`config.mk`:
```
export PLATFORM = sky130hd
export DESIGN_NAME = madf_cell
export DESIGN_NICKNAME = d
export VERILOG_FILES = /design/src/hw/rtl/madf_pkg.sv /design/src/hw/rtl/madf_cell.sv
export SDC_FILE = /design/constraint.sdc
export NUM_CORES = 1
export LEC_CHECK = 0
export ABC_AREA = 1
export CAP_MARGIN = 20
export CORE_MARGIN = 8
export CORE_UTILIZATION = 28
export CTS_CLUSTER_SIZE = 14
export DETAILED_ROUTE_END_ITERATION = 16
export DONT_BUFFER_PORTS = 1
export GPL_ROUTABILITY_DRIVEN = 0
export PLACE_DENSITY_LB_ADDON = 0.1
export SETUP_SLACK_MARGIN = 0.4
export SYNTH_ARGS = -nofsm -noshare
export SYNTH_HDL_FRONTEND = slang
export SYNTH_SLANG_ARGS = --single-unit
```
`constraint.sdc`:
```
create_clock -name clk -period 10.9 [get_ports clk]
set_input_delay 2.18 -clock clk [delete_from_list [all_inputs] [get_ports clk]]
set_output_delay 2.18 -clock clk [all_outputs]
set_load 0.02 [all_outputs]
```
`src/hw/rtl/madf_pkg.sv`:
```
`timescale 1ns / 1ps
// ----------------------------------------------------------------------------
// madf_pkg: shared types for the mac allow/deny filter table
// Operation codes, filter modes, status codes and the token that walks the
// cell chain.
// ----------------------------------------------------------------------------
package madf_pkg;

	localparam int MAC_W = 48;

	typedef enum logic [1:0] {
		FUNC_CHECK  = 2'd0,
		FUNC_ADD    = 2'd1,
		FUNC_DELETE = 2'd2,
		FUNC_CLEAR  = 2'd3
	} func_t;

	typedef enum logic [1:0] {
		MODE_OFF   = 2'd0,
		MODE_DENY  = 2'd1,
		MODE_ALLOW = 2'd2,
		MODE_SPARE = 2'd3
	} mode_t;

	typedef enum logic [1:0] {
		STATUS_OK        = 2'd0,
		STATUS_NOT_FOUND = 2'd1,
		STATUS_FULL      = 2'd2,
		STATUS_SPARE     = 2'd3
	} status_t;

	// one operation in flight; done is set once a cell has served it (never for clear)
	typedef struct packed {
		logic              vld;
		func_t             func;
		logic [MAC_W-1:0]  addr;
		logic              done;
	} token_t;

endpackage

```
`src/hw/rtl/madf_cell.sv`:
```
`timescale 1ns / 1ps
// ----------------------------------------------------------------------------
// madf_cell: one cell of the filter table chain
// Holds SLOTS table slots, serves the passing operation against them and
// hands the token on to the next cell through its token register.
// ----------------------------------------------------------------------------
module madf_cell #(
	parameter int SLOTS = 8
) (
	input  logic             clk,
	input  logic             arst_n,
	input  logic             en,
	input  madf_pkg::token_t tok_in,
	output madf_pkg::token_t tok_out
);

	logic [SLOTS-1:0]           valid_q;
	logic [madf_pkg::MAC_W-1:0] addr_q [SLOTS];
	madf_pkg::token_t           tok_q;

	logic [SLOTS-1:0] hit_vec;
	logic [SLOTS-1:0] hit_first;
	logic [SLOTS-1:0] free_vec;
	logic [SLOTS-1:0] free_first;
	logic [SLOTS-1:0] valid_nxt;
	logic             done_nxt;
	logic             take;
	logic             add_here;
	madf_pkg::token_t tok_nxt;

	always_comb begin
		for (int j = 0; j < SLOTS; j++) begin
			hit_vec[j] = valid_q[j] && (addr_q[j] == tok_in.addr);
		end
	end

	// isolate lowest set bit
	assign hit_first  = hit_vec & (~hit_vec + SLOTS'(1));
	assign free_vec   = ~valid_q;
	assign free_first = free_vec & (~free_vec + SLOTS'(1));

	assign take     = en && tok_in.vld;
	assign add_here = (tok_in.func == madf_pkg::FUNC_ADD) && !tok_in.done;

	always_comb begin
		valid_nxt = valid_q;
		done_nxt  = tok_in.done;
		case (tok_in.func)
			madf_pkg::FUNC_CHECK: begin
				done_nxt = tok_in.done || (|hit_vec);
			end
			madf_pkg::FUNC_ADD: begin
				if (!tok_in.done) begin
					valid_nxt = valid_q | free_first;
				end
				done_nxt = tok_in.done || (|free_vec);
			end
			madf_pkg::FUNC_DELETE: begin
				if (!tok_in.done) begin
					valid_nxt = valid_q & ~hit_first;
				end
				done_nxt = tok_in.done || (|hit_vec);
			end
			madf_pkg::FUNC_CLEAR: begin
				valid_nxt = '0;
			end
			default: begin
				valid_nxt = valid_q;
			end
		endcase
	end

	always_comb begin
		tok_nxt      = tok_in;
		tok_nxt.done = done_nxt;
	end

	always_ff @(posedge clk or negedge arst_n) begin
		if (!arst_n) begin
			valid_q <= '0;
		end else if (take) begin
			valid_q <= valid_nxt;
		end
	end

	always_ff @(posedge clk) begin
		for (int j = 0; j < SLOTS; j++) begin
			if (take && add_here && free_first[j]) begin
				addr_q[j] <= tok_in.addr;
			end
		end
	end

	always_ff @(posedge clk or negedge arst_n) begin
		if (!arst_n) begin
			tok_q <= '0;
		end else if (en) begin
			tok_q <= tok_nxt;
		end
	end

	assign tok_out = tok_q;

endmodule

```
Yosys cells after proc, flatten, opt, wreduce, memory -nomap -nowiden
Memory sizes are Yosys's and may differ from the RTL's.
Cells that the tools add are included.
- bitwise gates (word level): 8
- order comparisons: 0
- reductions and logical operators: 35
- equality and inequality tests: 13
- div/mod/pow operators: 0
- $add $sub $neg: 2
- shift operators: 0
- multiplexer cells: 41
- $mul: 0
- operators by type and width (kind ; count):
    equality test 48 bit ; 8
    two-way mux 48 bit ; 7
    OR reduction 48 bit ; 7
    inverter 8 bit ; 4
    bitwise AND 8 bit ; 3
    case mux 8 bit (3 select lines) ; 1
    two-way mux 1 bit ; 23
    two-way mux 3 bit ; 7
    logical AND 1 bit ; 19
    adder 8 x 1 -> 8 bit (second input constant) ; 2
    two-way mux 8 bit ; 2
    OR reduction 8 bit ; 2
    bitwise OR 8 bit ; 1
    equality test 2 bit (second input constant) ; 2
    != test 2 bit (second input constant) ; 2
    AND reduction 4 bit ; 1
    nonzero test 3 bit ; 1
    equality test 2 x 1 -> 1 bit (second input constant) ; 1
    logical NOT 2 bit ; 1
    logical OR 1 bit ; 2
    case mux 1 bit (2 select lines) ; 1
    OR reduction 2 bit ; 1
    logical NOT 1 bit ; 1
- word-level logic and storage cells: 105
- ROM bits: 0
- memories: 1
- flip-flop bits (word level): 60
- bits in latches: 0
- input bits: 55
- output and inout bits: 52
- memory bits (writable): 384
- memory list (name ; depth ; width ; read ports ; clocked after Yosys merged registers in ; write ports ; line ; source):
    addr_q ; 8 ; 48 ; 8 ; 0 ; 1 ; madf_cell.sv:18 ; logic [madf_pkg::MAC_W-1:0] addr_q [SLOTS];

Depth between registers and ports, before layout
Gate-level depths: netlist (run 1).
- depth after elaboration: 15
- gate-level depth with buffers: 15
- gate-level depth less buffers: 15

Least setup slack after synthesis (run 1)
Ideal clock, no wire load.
- path type: input to register
- start point: input port tok_in[49] (netlist bit)
- end point: memory addr_q[1][100] (netlist bit), enable pin
- library setup time: 0.513 ns
- path slack: 4.003 ns
- arrival: 6.384 ns
- cell stages on the path: 9
- buffers on the path: 0
- cell sequence: inv_2 > or2_1 > nor3_1 > inv_1 > nor2_2 > nand3_1 > nor2_1 > nand2_1 > nor3_1
- longest elaborated chain between the ends: 14
- elaborated cells on any way between the ends: 48
- classes of those cells: eq/ne (1); mux (30); reduce/logical (17)
- RTL lines (item ; line ; source):
    from (decl) ; madf_cell.sv:13 ; input madf_pkg::token_t tok_in,
    equality test 2 x 1 -> 1 bit (*) ; madf_cell.sv:43 ; assign add_here = (tok_in.func == madf_pkg::FUNC_ADD) && !tok_in.done;
    logical AND 1 bit (*) ; madf_cell.sv:43 ;
    logical AND 1 bit (*) ; madf_cell.sv:88 ; if (take && add_here && free_first[j]) begin
    logical AND 1 bit ; madf_cell.sv:88 ;
    two-way mux 1 bit ; madf_cell.sv:88 ;
    two-way mux 1 bit (not written as such) ; madf_cell.sv:89 ; addr_q[j] <= tok_in.addr;
    OR reduction 48 bit (no line) ; - ;
    two-way mux 3 bit (no line) / two-way mux 1 bit (equally long branches) (7 in a row) ; - ;
    to (decl) ; madf_cell.sv:18 ;
Mark *: on every way between the ends. The rest lies on a longest branch, timed or not.

Worst setup path in the final report (run 1)
- start point: input port tok_in[49] (netlist bit)
- end point: memory addr_q[1][105] (netlist bit), enable pin
The elaborated chain is that of the path after synthesis.

==> impl_results.md, run 1 <==
* Worst r2r dst: addr_q[1][105]
* Total Routing Usage GR at 0.185
* Relative slew slack at 0.307
* Worst setup SP type: primary input
* CTS H-tree lvls at 2
* Die Height at 283 um
* Total wire length at 76000 um
* Setup crit end kind: flop
* Share of cells above drive strength 1 at 0.0638
* Row cnt at just under 100
* Clk_skew at 0.0214 ns
* Sequential share of the synthesized area at 0.652
* Number of buffers created by CTS at between 50 and 60
* Worst r2r path cells at 7
* Routed len/inst at approximately 26 um
* Commonest non-fill, non-tap cell in the layout: nand2_1
* Ant diodes at 0
* DR vias/cell at 4.53
* IO Pins at 107
* Worst r2r src: valid_q[0]
* Post-synth cell types at 35
* Core box area at roughly 71000 um^2
* Highest-delay cell along the critical path: buf_4
* Post-synthesis cell count at 1975
* VDD IR max at 0.119 mV
* Largest net degree at the start of global routing at a little over 100
* Critical path buffers and inverters at 3
* Most frequent cells in the layout: nand2_1 (620), edfxtp_1 (384), nor2_1 (229)
* # DRC at 0
* Post-CTS sizing at 0
* Worst Path Arrival at 4.31 ns
* Register-to-register setup slack at roughly 8.4 ns
* Root Driver: clkbuf_16
* CTS tree: built
* Layout area overhead at 12.8%
* DR iter-0 viols at 1261
* Fin crit period at 4.10 ns
* Max Cap Violations at 0
* Worst min path class: reg2reg
* Hold Path Sink: valid_q[2]
* Critical Path, Cell by Cell: inv_2 -> or2_1 -> nor3_1 -> inv_1 -> nor2_2 -> nand3_1 -> nor2_1 -> nand2_1 -> nor3_2 -> buf_4
* CP delay by family, top: simple AND/OR/NAND/NOR gates
* Antenna viol nets, final at 0
* Min-delay src: valid_q[2]
* First-pass GRT wire length at ~110000 um
* Starting density of the core at 0.281
* Synth Register Bits at 444
* Pleak at around 0.0086 uW
* Pwr Density at roughly 170 nW/um^2
* Worst-Skew Late Latency at 0.60 ns
* TritonRoute pass-1 iters at 5
* Crit Path Category: in2reg
* Required time worst endpoint at 11.12 ns
* Initial antenna violation count at 8
* Final Max Tran Viols at 0
* Final hold violation count at 0
* Hold Crit Depth at 2
* Least-Margin Pin Slew at 1.04 ns
* TNS Setup at 0 ns
* Ys Warns at 0
* FMAX at 0.244 GHz
* Final setup viols at 0
* Mean Syn Cell Area at 10.1 um^2
* Nets@finish at 2035
* Final HPWL DP at 51700 um
* Worst hold slack at 0.617 ns
* Clk slew on worst S/H paths at 0.06 ns
* Final period utilization at 0.376
* Port bufs at 0
* Post-Syn Area at 20000 um^2
* Status: finished, final reports clean
* Die area at 80200 um^2
* Clock Sink Count at 444
* Unrepaired setup endpoints after global routing: false
* CP Max Fanout at 48
* Gr ovfl total at 0
* Bufs on Longest Clock Path at 3
* Max incr delay on CP at between 0.5 and 0.6 ns
* # Post-CTS Setup Buffers at 0
* Hold Buf Count CTS at 0
* Syn_nets at between 2k and 2.5k
* Die W at 283 um
* Vias in the first global route at 13.0k
* DR vias at between 10k and 15k
-- Yosys cell counts --
master,count,area share
nor4_1,1,0.00031
or2_2,7,0.0022
nor3b_1,1,0.00038
clkbuf_1,10,0.0019
buf_1,1,0.00019
nand4_1,6,0.0019
or2_1,1,0.00031
inv_1,183,0.034
nand2_2,3,0.00094
inv_2,25,0.0047
nand3_1,30,0.0075
nor2_2,2,0.00063
nor3_1,9,0.0023
clkbuf_2,1,0.00025
xnor2_1,76,0.033
o21ai_2,1,0.00044
dfrtp_1,60,0.075
nor2_1,234,0.044
a21oi_2,2,0.00088
a21boi_0,1,0.00038
nand2_4,2,0.0011
buf_6,6,0.0034
or2_0,1,0.00031
a21oi_1,13,0.0033
a211oi_1,1,0.00038
o22ai_1,8,0.0025
xor2_1,45,0.020
o21bai_1,2,0.00075
buf_2,19,0.0048
nand2_1,620,0.12
o21ai_0,192,0.048
edfxtp_1,384,0.58
nor2_4,1,0.00056
o21ai_1,5,0.0013
buf_4,22,0.0083
-- worst min-delay path, delay by kind of cell, from the launching register on --
| kind | cells | cell delay, ns |
|---|---|---|
| AND/OR/NAND/NOR | 1 | 0.09 |
| AO/OA/AOI/OAI | 1 | 0.06 |
| flip-flops | 1 | 0.43 |
-- power breakdown --
part | switching, uW | internal (uW)
Sequential | 45.3 | 1870
Clock | 722 | 989
Combinational | 121 | 52.4
Total | 889 | 2920
-- how the worst max path moves through the flow --
stage / from / end / depth (start not counted)
6_report: tok_in[49] / addr_q[1][105] / 10
5_1_grt: tok_in[49] / addr_q[1][105] / 10
4_1_cts: tok_in[49] / addr_q[1][105] / 10
3_5_place_dp: tok_in[49] / addr_q[1][105] / 10
3_3_place_gp: tok_in[49] / addr_q[1][105] / 10
2_1_floorplan: tok_in[49] / addr_q[1][100] / 9
-- per-layer routing --
metal / vias to the layer above / share of wire / GRT usage
li1: 6415 / - / -
met1: 6572 / 0.45 / 0.252
met2: 378 / 0.46 / 0.301
met3: 85 / 0.063 / 0.0331
met4: 2 / 0.023 / 0.0504
met5: - / 0.00014 / 0
-- logic make-up after synthesis --
kind of cell | after synthesis | share of synthesized area
xor+xnor | 121 | 0.0530
buf+inv | 267 | 0.0578
flops | 444 | 0.652
simple gates | 918 | 0.179
compound gates | 225 | 0.0579
-- registers in the layout, indices dropped and copies added (netlist names) --
name,flops
addr_q,384
valid_q,8
tok_out,52
-- metrics by stage --
stage | setup slack, ns | utilization | cell area (um^2) | power (uW) | instances
2_1_floorplan | 4.00 | - | 20000 | 2080 | 1975
3_3_place_gp | 6.26 | 0.294 | 20900 | 2130 | 2876
3_5_place_dp | 6.25 | 0.294 | 20900 | 2130 | 2876
4_1_cts | 6.88 | 0.317 | 22500 | 3850 | 2971
5_1_grt | 6.70 | 0.317 | 22500 | 3930 | 2971
6_report | 6.80 | 0.317 | 22500 | 3800 | 2971
-- cell type report --
cell class	count	area, um^2
Sequential cell	444	13000
Inverter	208	782
Multi-Input combinational cell	1264	5840
Clock buffer	71	1440
Clock inverter	24	179
Tap cell	950	1190
Fill cell	7375	48600
Timing Repair Buffer	10	75.1
No activity file was read; power rests on OpenSTA's default activity.
==> run 2: changes to the inputs <==
==> constraint.sdc (replaced) <==
create_clock -name clk -period 4.1 [get_ports clk]
set_input_delay 0.82 -clock clk [delete_from_list [all_inputs] [get_ports clk]]
set_output_delay 0.82 -clock clk [all_outputs]
set_load 0.02 [all_outputs]
==> run 2 against run 1 <==
  * Via count is 2.6% higher
  * Sequential power grew to 2.7 times the previous value
  * Final area is 0.79% higher
  * Total power grew to 2.7 times the previous value
  * Count of clock-buffer cells in the layout is 5 higher
  * Non-clock buffer count is 4 higher
  * Critical path depth stayed put
  * First-iteration DRC count is 3.3% lower
  * Global-route usage is 0.69 points higher
  * Sequential share of layout area is 0.45 points lower
  * Critical path type unchanged
  * Largest cell class unchanged
  * Largest power group unchanged
  * Highest routed layer is now met4
==> impl_results.md, run 2 (same netlist as run 1, synthesis figures left out) <==
* Clk_skew at 0.0402 ns
* Status: finished, final reports clean
* Die Height at 283 um
* Least-Margin Pin Slew at 0.984 ns
* Starting density of the core at 0.281
* Layout area overhead at 13.7%
* Pleak at 0.00873 uW
* Core box area at 71100 um^2
* Die area at approximately 80000 um^2
* Fillers at 7342
* Worst hold slack at 0.0838 ns
* Initial antenna violation count at 2
* Crit Path Category: in2reg
* Worst r2r dst: valid_q[6]
* CTS tree: built
* Final Non-Filler Cells at about 3.0k
* Port bufs at 0
* Total Routing Usage GR at 0.192
* Worst r2r path cells at 13
* # Post-CTS Setup Buffers at 0
* Post-CTS sizing at 0
* Core Util, Final at 0.319
* Required time worst endpoint at 4.35 ns
* Worst-Skew Late Latency at 0.61 ns
* Setup crit end kind: flop
* Max FFs per register at 384
* TritonRoute pass-1 iters at 5
* Vias in the first global route at ~13k
* Worst r2r src: addr_q[1][10]
* Pwr Density at around 450 nW/um^2
* Highest-delay cell along the critical path: buf_12
* Row cnt at 98
* Max Cap Violations at 0
* Final Max Tran Viols at 0
* Routed len/inst at 26.5 um
* Critical Path, Cell by Cell: inv_2 -> or2_1 -> nor3_1 -> inv_1 -> nor2_2 -> nand3_1 -> nor2_1 -> nand2_1 -> nor3_4 -> buf_12
* Number of buffers created by CTS at 53
* Nets@finish at 2040
* Bufs on Longest Clock Path at 3
* Share of cells above drive strength 1 at 0.0696
* Most frequent cells in the layout: nand2_1 (620), edfxtp_1 (384), nor2_1 (229)
* Footprint of the multi-input gates at 5860 um^2
* Root Driver: clkbuf_16
* Clock Sink Count at between 400 and 500
* WL met2 at ~37000 um
* Clk slew on worst S/H paths at about 0.06 ns
* Worst setup SP type: primary input
* Max incr delay on CP at about 0.29 ns
* Unrepaired setup endpoints after global routing: false
* Antenna viol nets, final at 0
* Register area at 13000 um^2
* DR vias/cell at 4.64
* Final setup viols at 0
* Placed Cells at 2879
* IO Pins at 107
* Register-to-register setup slack at 1.70 ns
* Top reg by flops: addr_q
* DR iter-0 viols at 1220
* Critical path buffers and inverters at 3
* Met3 WL at about 4500 um
* Gr ovfl total at 0
* Final hold violation count at 0
* Worst Path Arrival at 2.78 ns
* Final period utilization at 0.616
* FMAX at 0.396 GHz
* Relative slew slack at 0.340
* CP delay by family, top: simple AND/OR/NAND/NOR gates
* CP Max Fanout at 48
* Max layer used: met4
* DR vias at about 14k
* # DRC at 0
* CTS H-tree lvls at 2
* VDD IR max at 0.278 mV
* Commonest non-fill, non-tap cell in the layout: nand2_1
* First-pass GRT wire length at 109000 um
* M1 WL at about 36000 um
* Hold Buf Count CTS at 1
* TNS Setup at 0 ns
* Largest net degree at the start of global routing at 80
* Final HPWL DP at between 50000 and 60000 um
* Total wire length at 78900 um
* Die W at 283 um
* Worst min path class: in2async
* Fin crit period at 2.53 ns
==> run 2: cell type report <==
cell class,count,area share
flip-flops and latches,444,0.574
multi-input cells,1264,0.258
clock buffers,76,0.0675
well taps,950,0.0523
inverters,208,0.0345
repair buffers,14,0.00716
clock inverters,21,0.00688
diodes,1,0.000110
==> run 2: per-layer routing <==
layer  vias to the layer above  track usage
met5                         -            0
met4                         0       0.0379
met3                        67       0.0351
met2                       426        0.318
met1                      6877        0.262
li1                       6437            -
==> run 2: how the worst max path moves through the flow <==
| stage | startpoint | to | slack (ns) | cells past startpoint |
|---|---|---|---|---|
| final | tok_in[49] | addr_q[1][122] | 1.57 | 10 |
| after global routing | tok_in[49] | addr_q[1][7] | 1.44 | 8 |
| after CTS | tok_in[49] | addr_q[1][17] | 1.59 | 8 |
| after detailed placement | tok_in[49] | addr_q[1][7] | 0.97 | 8 |
| after global placement | tok_in[46] | valid_q[6] | 0.90 | 13 |
| after floorplan | tok_in[49] | addr_q[1][100] | -0.01 | 9 |
==> run 2: through the flow <==
stage / power [uW] / area, um^2 / worst slack (ns)
after floorplan: 5530 / 20000 / -0.0126
after global placement: 5680 / 21000 / 0.903
after detailed placement: 5680 / 21000 / 0.966
after CTS: 10400 / 22700 / 1.59
after global routing: 10600 / 22700 / 1.44
final: 10300 / 22700 / 1.57
==> run 2: report_power, final <==
part / switching (uW) / internal [uW]
Sequential: 126 / 4980
Clock: 1960 / 2710
Combinational: 346 / 143
Total: 2430 / 7830
==> run 3: changes to the inputs <==
==> constraint.sdc (replaced) <==
create_clock -name clk -period 2.26 [get_ports clk]
set_input_delay 0.452 -clock clk [delete_from_list [all_inputs] [get_ports clk]]
set_output_delay 0.452 -clock clk [all_outputs]
set_load 0.02 [all_outputs]
==> run 3 against run 2 <==
  * Final area rose by 9.6%
  * Critical path depth rose by 3
  * Sequential power rose by 81%
  * Non-clock buffer count rose by 190
  * Flip-flop and latch count did not move
  * Wire length rose by 17%
  * Cell count rose by 6.4%
  * Total power rose by 85%
  * Register-to-register slack got worse by 1.4 ns
==> impl_results.md, run 3 (same netlist as run 1, synthesis figures left out) <==
* Antenna viol nets, final at 0
* Final std cell area, no fill at between 20000 and 25000 um^2
* Largest net degree at the start of global routing at 61
* Worst r2r dst: tok_out[0]
* Most frequent cells in the layout: nand2_1 (591), edfxtp_1 (384), nor2_1 (198)
* Relative slew slack at 0.171
* First-pass GRT wire length at ~120000 um
* Worst-Skew Late Latency at 0.63 ns
* Register-to-register setup slack at 0.34 ns
* Root Driver: clkbuf_16
* Status: finished, final reports clean
* PnR Total Power at 19000 uW
* Most used cell, CP: nand2_2
* Crit Path Category: reg2reg
* Sequential Power Share at 0.487
* Unrepaired setup endpoints after global routing: true
* Die area at 80200 um^2
* Place WS at -0.518 ns
* CTS tree: built
* Clk pwr share at 0.436
* Die Height at 283 um
* Die W at roughly 280 um
* Worst Slack Setup Final at 0.337 ns
* Share of cells above drive strength 1 at 0.162
* DR vias/cell at 4.74
* FMAX at roughly 0.52 GHz
* Worst min path class: in2reg
* Core box area at 71100 um^2
* CTS H-tree lvls at 2
* Routed len/inst at slightly below 30 um
* TNS Setup at 0 ns
* Starting density of the core at 0.281
* IO Pins at 107
* Worst Path Arrival at 2.46 ns
* Worst setup SP type: flop
* Worst r2r src: addr_q[1][35]
* Top reg by flops: addr_q
* Final Max Tran Viols at 0
* Final HPWL DP at between 50000 and 60000 um
* Pleak at 0.00974 uW
* Number of buffers created by CTS at 52
* DR vias at 15.0k
* Max FFs per register at 384
* Worst hold slack at 0.0271 ns
* Hold Crit Depth at 2
* Initial antenna violation count at 11
* Internal power at 14200 uW
* Gr ovfl total at 0
* Hold Path Sink: tok_out[45]
* Worst r2r path cells at 13
* Bufs on Longest Clock Path at 3
* Final period utilization at 0.851
* Clk slew on worst S/H paths at 0.06 ns
* TritonRoute pass-1 iters at 6
* CP Max Fanout at 3
* Post-Place Cell Area at 22200 um^2
* Commonest non-fill, non-tap cell in the layout: nand2_1
* Max Cap Violations at 0
* Net switching fraction of the power at 0.252
* Setup crit end kind: flop
* Port bufs at 0
* Layout area overhead at 24.7%
* VDD IR max at 0.607 mV
* Fillers at 7219
* DR iter-0 viols at 1801
* Crit path from: addr_q[1][35]
* Pwr Density at approximately 760 nW/um^2
* Required time worst endpoint at 2.80 ns
* Clock Sink Count at 444
* Final hold violation count at 0
* Max incr delay on CP at 0.44 ns
* Vias in the first global route at 14.5k
* Critical Path, Cell by Cell: nand2_2 -> nand2_1 -> nor2_1 -> nand3_2 -> nor2_4 -> nand2_1 -> nor2_1 -> nand2_1 -> nand2_2 -> nor2_1 -> nand2_2 -> nand2_2 -> a21oi_2
* Row cnt at around 100
* Highest-delay cell along the critical path: edfxtp_1
* Total wire length at slightly above 90000 um
* # DRC at 0
* Least-Margin Pin Slew at 1.24 ns
* Min-delay src: tok_in[45]
* Nets@finish at about 2.2k
* Net switching power figure at 4790 uW
* Total Routing Usage GR at 0.222
* Fin crit period at 1.92 ns
* Comb pwr share at 0.076
* Clk_skew at ~0.030 ns
* Final setup viols at 0
-- run 3: layout make-up --
| class | instances | area (um^2) | share of cell area |
|---|---|---|---|
| antenna | 2 | 5.00 | 0.000201 |
| clock buffer | 83 | 1540 | 0.0619 |
| clock inverter | 15 | 83.8 | 0.00336 |
| inverter | 208 | 790 | 0.0317 |
| multi-input combinational | 1264 | 6170 | 0.248 |
| sequential | 444 | 13000 | 0.523 |
| tap | 950 | 1190 | 0.0477 |
| timing repair buffer | 204 | 2100 | 0.0844 |
-- run 3: routing by layer --
metal / track usage / up-vias / part of all wire / routed length [um]
met3: 0.0534 / 142 / 0.084 / 7740
met4: 0.0932 / 4 / 0.045 / 4160
li1: - / 6827 / - / -
met5: 0 / - / 0.00025 / 23
met1: 0.291 / 7422 / 0.42 / 38600
met2: 0.349 / 643 / 0.45 / 41500
-- run 3: worst max-delay path by stage --
stage | to | slack [ns] | depth (start not counted)
2_1_floorplan | addr_q[1][100] | -0.75 | 8
3_3_place_gp | tok_out[0] | -0.53 | 13
3_5_place_dp | tok_out[0] | -0.52 | 13
4_1_cts | tok_out[0] | 0.38 | 15
5_1_grt | valid_q[3] | 0.25 | 10
6_report | tok_out[0] | 0.34 | 13
-- run 3: power by group through the flow --
stage / clock network [uW] / registers [uW] / logic (uW)
finish: 8280 / 9250 / 1450
global route: 8700 / 9270 / 1550
CTS: 8450 / 9260 / 1440
detailed placement: 0 / 9430 / 1080
global placement: 0 / 9420 / 1090
floorplan: 0 / 9400 / 644
-- run 3: per-stage QoR --
step / cells / utilization
after floorplan: 1975 / -
after global placement: 3005 / 0.312
after detailed placement: 3005 / 0.312
after CTS: 3162 / 0.347
after global routing: 3170 / 0.350
final: 3170 / 0.350
-- run 3: repair_timing --
action                                  4_1_cts  5_1_grt
cloned                                        2        3
endpoints found under the setup margin       39      133
setup buffers                                 5        3
pin swaps                                    19       26
hold endpoints to repair                    445        0
gates resized for setup                      74       34
hold buffers                                 52        0
-- run 3: worst max-delay path: cells and delay by family, from the launching register on --
family,cells,cell delay (ns)
and+or+nand+nor,12,1.29
DFF,1,0.44
AOI/OAI and AO/OA,1,0.11
